<file path="config.mk">
export PLATFORM = sky130hd
export DESIGN_NAME = lge_rule_unit
export DESIGN_NICKNAME = d
export VERILOG_FILES = /design/src/rtl/lge_pkg.sv /design/src/rtl/lge_rule_unit.sv
export SDC_FILE = /design/constraint.sdc
export NUM_CORES = 1
export LEC_CHECK = 0
export ABC_AREA = 1
export BUFFER_PORTS_ARGS = -buffer_cell sky130_fd_sc_hd__buf_2
export CORE_AREA = 2 2 39 41
export DETAILED_ROUTE_END_ITERATION = 12
export DIE_AREA = 0 0 41 43
export PLACE_DENSITY = 0.33
export SLEW_MARGIN = 40
export SYNTH_ARGS = -nofsm -noshare
export SYNTH_HDL_FRONTEND = slang
export SYNTH_SLANG_ARGS = --single-unit
export TNS_END_PERCENT = 100
</file>
<file path="constraint.sdc">
create_clock -name vclk -period 2.85
set_clock_uncertainty 0.1 [all_clocks]
set_input_delay 0.285 -clock vclk [all_inputs]
set_output_delay 0.285 -clock vclk [all_outputs]
set_load 0.01 [all_outputs]
</file>
<file path="src/rtl/lge_pkg.sv">
// Shared types, constants and helpers for the life generation engine.
// Depends on nothing; every other file of the block uses it by scoped names.
`default_nettype none
package lge_pkg;

  localparam int GRID_WIDTH  = 64;
  localparam int GRID_HEIGHT = 64;
  localparam int COL_AW      = $clog2(GRID_WIDTH);
  localparam int ROW_AW      = $clog2(GRID_HEIGHT);
  localparam int COUNT_W     = 4;

  localparam logic [COL_AW-1:0] LAST_COL = COL_AW'(GRID_WIDTH - 2);
  localparam logic [ROW_AW-1:0] LAST_ROW = ROW_AW'(GRID_HEIGHT - 2);
  localparam logic [ROW_AW-1:0] TOP_ROW  = ROW_AW'(GRID_HEIGHT - 1);

  localparam logic [1:0] KIND_WRITE   = 2'd0;
  localparam logic [1:0] KIND_ADVANCE = 2'd1;
  localparam logic [1:0] KIND_READ    = 2'd2;

  localparam logic [COUNT_W-1:0] BIRTH_COUNT = COUNT_W'(3);
  localparam logic [COUNT_W-1:0] STAY_COUNT  = COUNT_W'(2);

  typedef struct packed {
    logic [1:0] kind;
    logic [5:0] col;
    logic [5:0] row;
    logic       cell_in;
  } item_t;

  typedef struct packed {
    logic cell_out;
    logic generation_done;
  } result_t;

  typedef enum logic [2:0] {
    S_CLEAR,
    S_IDLE,
    S_RD_WAIT,
    S_WR_WAIT,
    S_ADV_FETCH,
    S_ADV_LAND,
    S_ADV_CELL,
    S_ADV_WRITE
  } state_t;

  typedef struct packed {
    logic                  we;
    logic [ROW_AW-1:0]     waddr;
    logic [GRID_WIDTH-1:0] wdata;
    logic [ROW_AW-1:0]     raddr;
  } mem_req_t;

  // True when the item's cell address lies inside the grid.
  function automatic logic in_grid(item_t it);
    return (int'(it.col) < GRID_WIDTH) && (int'(it.row) < GRID_HEIGHT);
  endfunction

endpackage
`default_nettype wire

</file>
<file path="src/rtl/lge_rule_unit.sv">
// Neighbour counter and B3/S23 decision for a single cell.
// Depends on lge_pkg for the count width and rule constants.
`default_nettype none
module lge_rule_unit (
  input  wire logic       alive,
  input  wire logic [7:0] neighbours,
  output logic            next_cell
);

  logic [lge_pkg::COUNT_W-1:0] count;

  always_comb begin
    count = '0;
    for (int i = 0; i < 8; i++) begin
      count = count + lge_pkg::COUNT_W'(neighbours[i]);
    end
    next_cell = (count == lge_pkg::BIRTH_COUNT) ||
                (alive && (count == lge_pkg::STAY_COUNT));
  end

endmodule
`default_nettype wire

</file>
==> impl_metrics.py <==
metrics = {
    "outcome": {
        "status": "complete, but fails checks",
        "violations": "setup timing",
    },
    "floorplanning": {
        "core.rowCount": 14,
        "die_area_mm2": 0.001763,
        "floorplan.initialDensity": 0.1447,
        "core-area_mm2": 0.001384,
        "fp.dieW_um": 41,
        "die_h_um": 43,
        "ios": 10,
    },
    "worst_setup_path": {
        "cp_max_fo": 2,
        "criticalPathCategory": "input pin to output port",
        "slowest_stage": "fa_1",
        "required_ns": 2.47,
        "worstSetupStartpointType": "input pin",
        "crit_path_cell_trace": "buf_6 > inv_2 > fa_1 > fa_1 > fa_1 > inv_2 > ha_4 > fa_1 > nand3_2 > a21oi_2 > buf_2",
        "path_buf_inv": 4,
        "slowest_delay_ns": 0.54,
        "critPathCaptureType": "output port",
        "cpMostUsedCell": "fa_1",
        "cp_data_arrival_time_ns": 2.87,
        "crit_family": "adder cells",
    },
    "synthesis": {
        "syn_nets": 44,
        "ys.warnings.count": 0,
        "synthCells": 28,
        "netlist_area_um2": 200.2,
        "syn_area_per_cell_um2": 7.150,
        "seq_area_frac_synth": 0,
        "synthDistinctLibCells": 6,
    },
    "finish": {
        "seq_cell_count": 0,
        "diodes": 0,
        "final_cells": 56,
        "drive_gt1_frac": 0.4750,
        "nets": 58,
        "seqCellArea_um2": 0,
        "fill_cells": 165,
        "multiInputGateArea_um2": 165.2,
        "clkbuf_count": 0,
        "synthToLayoutAreaGrowth_pct": 61.25,
    },
    "sta": {
        "worst_pin_slew_ns": 0.1033,
        "slew_headroom": 0.9312,
        "fin_crit_sh": 1.141,
        "fmax_ghz": 0.3076,
        "fin_crit_ns": 3.251,
        "final_max_slew_viol_count": 0,
        "setup_viol": 1,
        "fin_ws_ns": -0.4013,
        "final-hold-violation-count": 0,
        "rsz0062_at_grt": "yes",
    },
    "worst_hold_path": {
        "hold_depth": 6,
        "hp-start": "alive",
        "min_to": "next_cell",
        "worst_hold_path_type": "input pin to output port",
    },
    "drt": {
        "firstDrtPassIters": 1,
        "first_iter_violations": 0,
        "via_per_inst": 3.339,
        "postRouteAntennaNets": 0,
        "vias": 187,
        "wire_per_inst_um": 5.429,
        "drc": 0,
        "routed_wirelength_um": 304,
    },
    "placement": {
        "dpl_worst_slack_ns": -0.5237,
        "portBuffers": 10,
        "place_inst": 55,
        "dp_hpwl_um": 292.6,
        "gp_congestion": 0.5958,
    },
    "power": {
        "irDropWorstVdd_mv": 0.07327,
        "p_per_area_mw_per_mm2": 324.4,
        "p_leak_nw": 0.1927,
    },
    "global_route": {
        "grt_max_degree": 3,
        "antenna_found_initial": 0,
        "grt_pass1_wl_um": 579,
        "grt_util_all_layers": 0.04313,
        "grt_overflow": 0,
        "grt_pass1_vias": 167,
    },
    "clock_tree": {
        "cts_hold_buffers": 0,
    },
    "job": {
        "maxCapViolCount": 0,
    },
}
## power by group
| part | switching (W) | internal [W] | total, W |
|---|---|---|---|
| registers | 0 | 0 | 0 |
| logic | 0.0000511 | 0.0000536 | 0.000105 |
| clock network | 0 | 0 | 0 |
| total | 0.0000511 | 0.0000536 | 0.000105 |
## synth_stat cells (all sizes together)
cell,instances,share of area
nand3,2,0.050
inv,15,0.28
nand2,3,0.056
ha,3,0.19
a21oi,1,0.025
fa,4,0.40
## layout make-up
type,count,share of cell area
Multi-Input combinational cell,13,0.5116
Inverter,15,0.1977
Tap cell,16,0.06202
Timing Repair Buffer,12,0.2287
## through the flow
step | cell area, µm² | setup TNS [ns] | power (W) | util | hold WS (ns)
finish | 322.8 | -0.4013 | 0.0001047 | 0.2333 | 0.8801
global route | 322.8 | -0.5079 | 0.0001224 | 0.2333 | 0.9165
CTS | 307.8 | -0.4261 | 0.00009566 | 0.2224 | 0.9027
detailed placement | 291.5 | -0.5237 | 0.00009051 | 0.2107 | 0.9002
global placement | 291.5 | -0.5193 | 0.00009168 | 0.2107 | 0.8970
floorplan | 214.0 | -0.2320 | 0.00006295 | - | 0.6670
## repair_timing
action,CTS,global route
gates resized for setup,3,4
endpoints found under the setup margin,1,1
pin swaps,6,0
buffers inserted,1,0
## worst max-delay path by stage
stage,slack [ns],end,start,cells past startpoint
floorplan,-0.23,next_cell,neighbours[3],9
global placement,-0.52,next_cell,neighbours[3],11
detailed placement,-0.52,next_cell,neighbours[3],11
CTS,-0.43,next_cell,neighbours[0],11
global route,-0.51,next_cell,neighbours[0],11
finish,-0.40,next_cell,neighbours[0],11
## layout by cell type (no fill, tap or decap)
master	instances
inv_1	11
buf_2	8
fa_1	4
inv_2	3
nand2_1	3
buf_4	3
ha_1	2
inv_8	1
nand3_1	1
nand3_2	1
a21oi_2	1
ha_4	1
buf_6	1
## metal layers
| layer | vias to the layer above | GRT usage | wire length, µm |
|---|---|---|---|
| li1 | 99 | - | - |
| met2 | 3 | 0.08438 | 162 |
| met5 | - | 0 | 0 |
| met1 | 85 | 0.05128 | 126 |
| met4 | 0 | 0 | 0 |
| met3 | 0 | 0 | 15 |
## cells by family (layout without fill, tap and decap cells)
| group | count (synthesis) | in the layout | synth area share |
|---|---|---|---|
| buffers and inverters | 15 | 27 | 0.2812 |
| adder cells (fa/ha/maj) | 7 | 7 | 0.5875 |
| AND/OR/NAND/NOR | 5 | 5 | 0.1062 |
| AO/OA/AOI/OAI | 1 | 1 | 0.02498 |
## tightest hold or removal path, delay by kind of cell
kind | cells | cell delay, ns
buffers and inverters | 3 | 0.25
and+or+nand+nor | 2 | 0.12
AOI/OAI and AO/OA | 1 | 0.03
No activity file was read; power rests on OpenSTA's default activity.
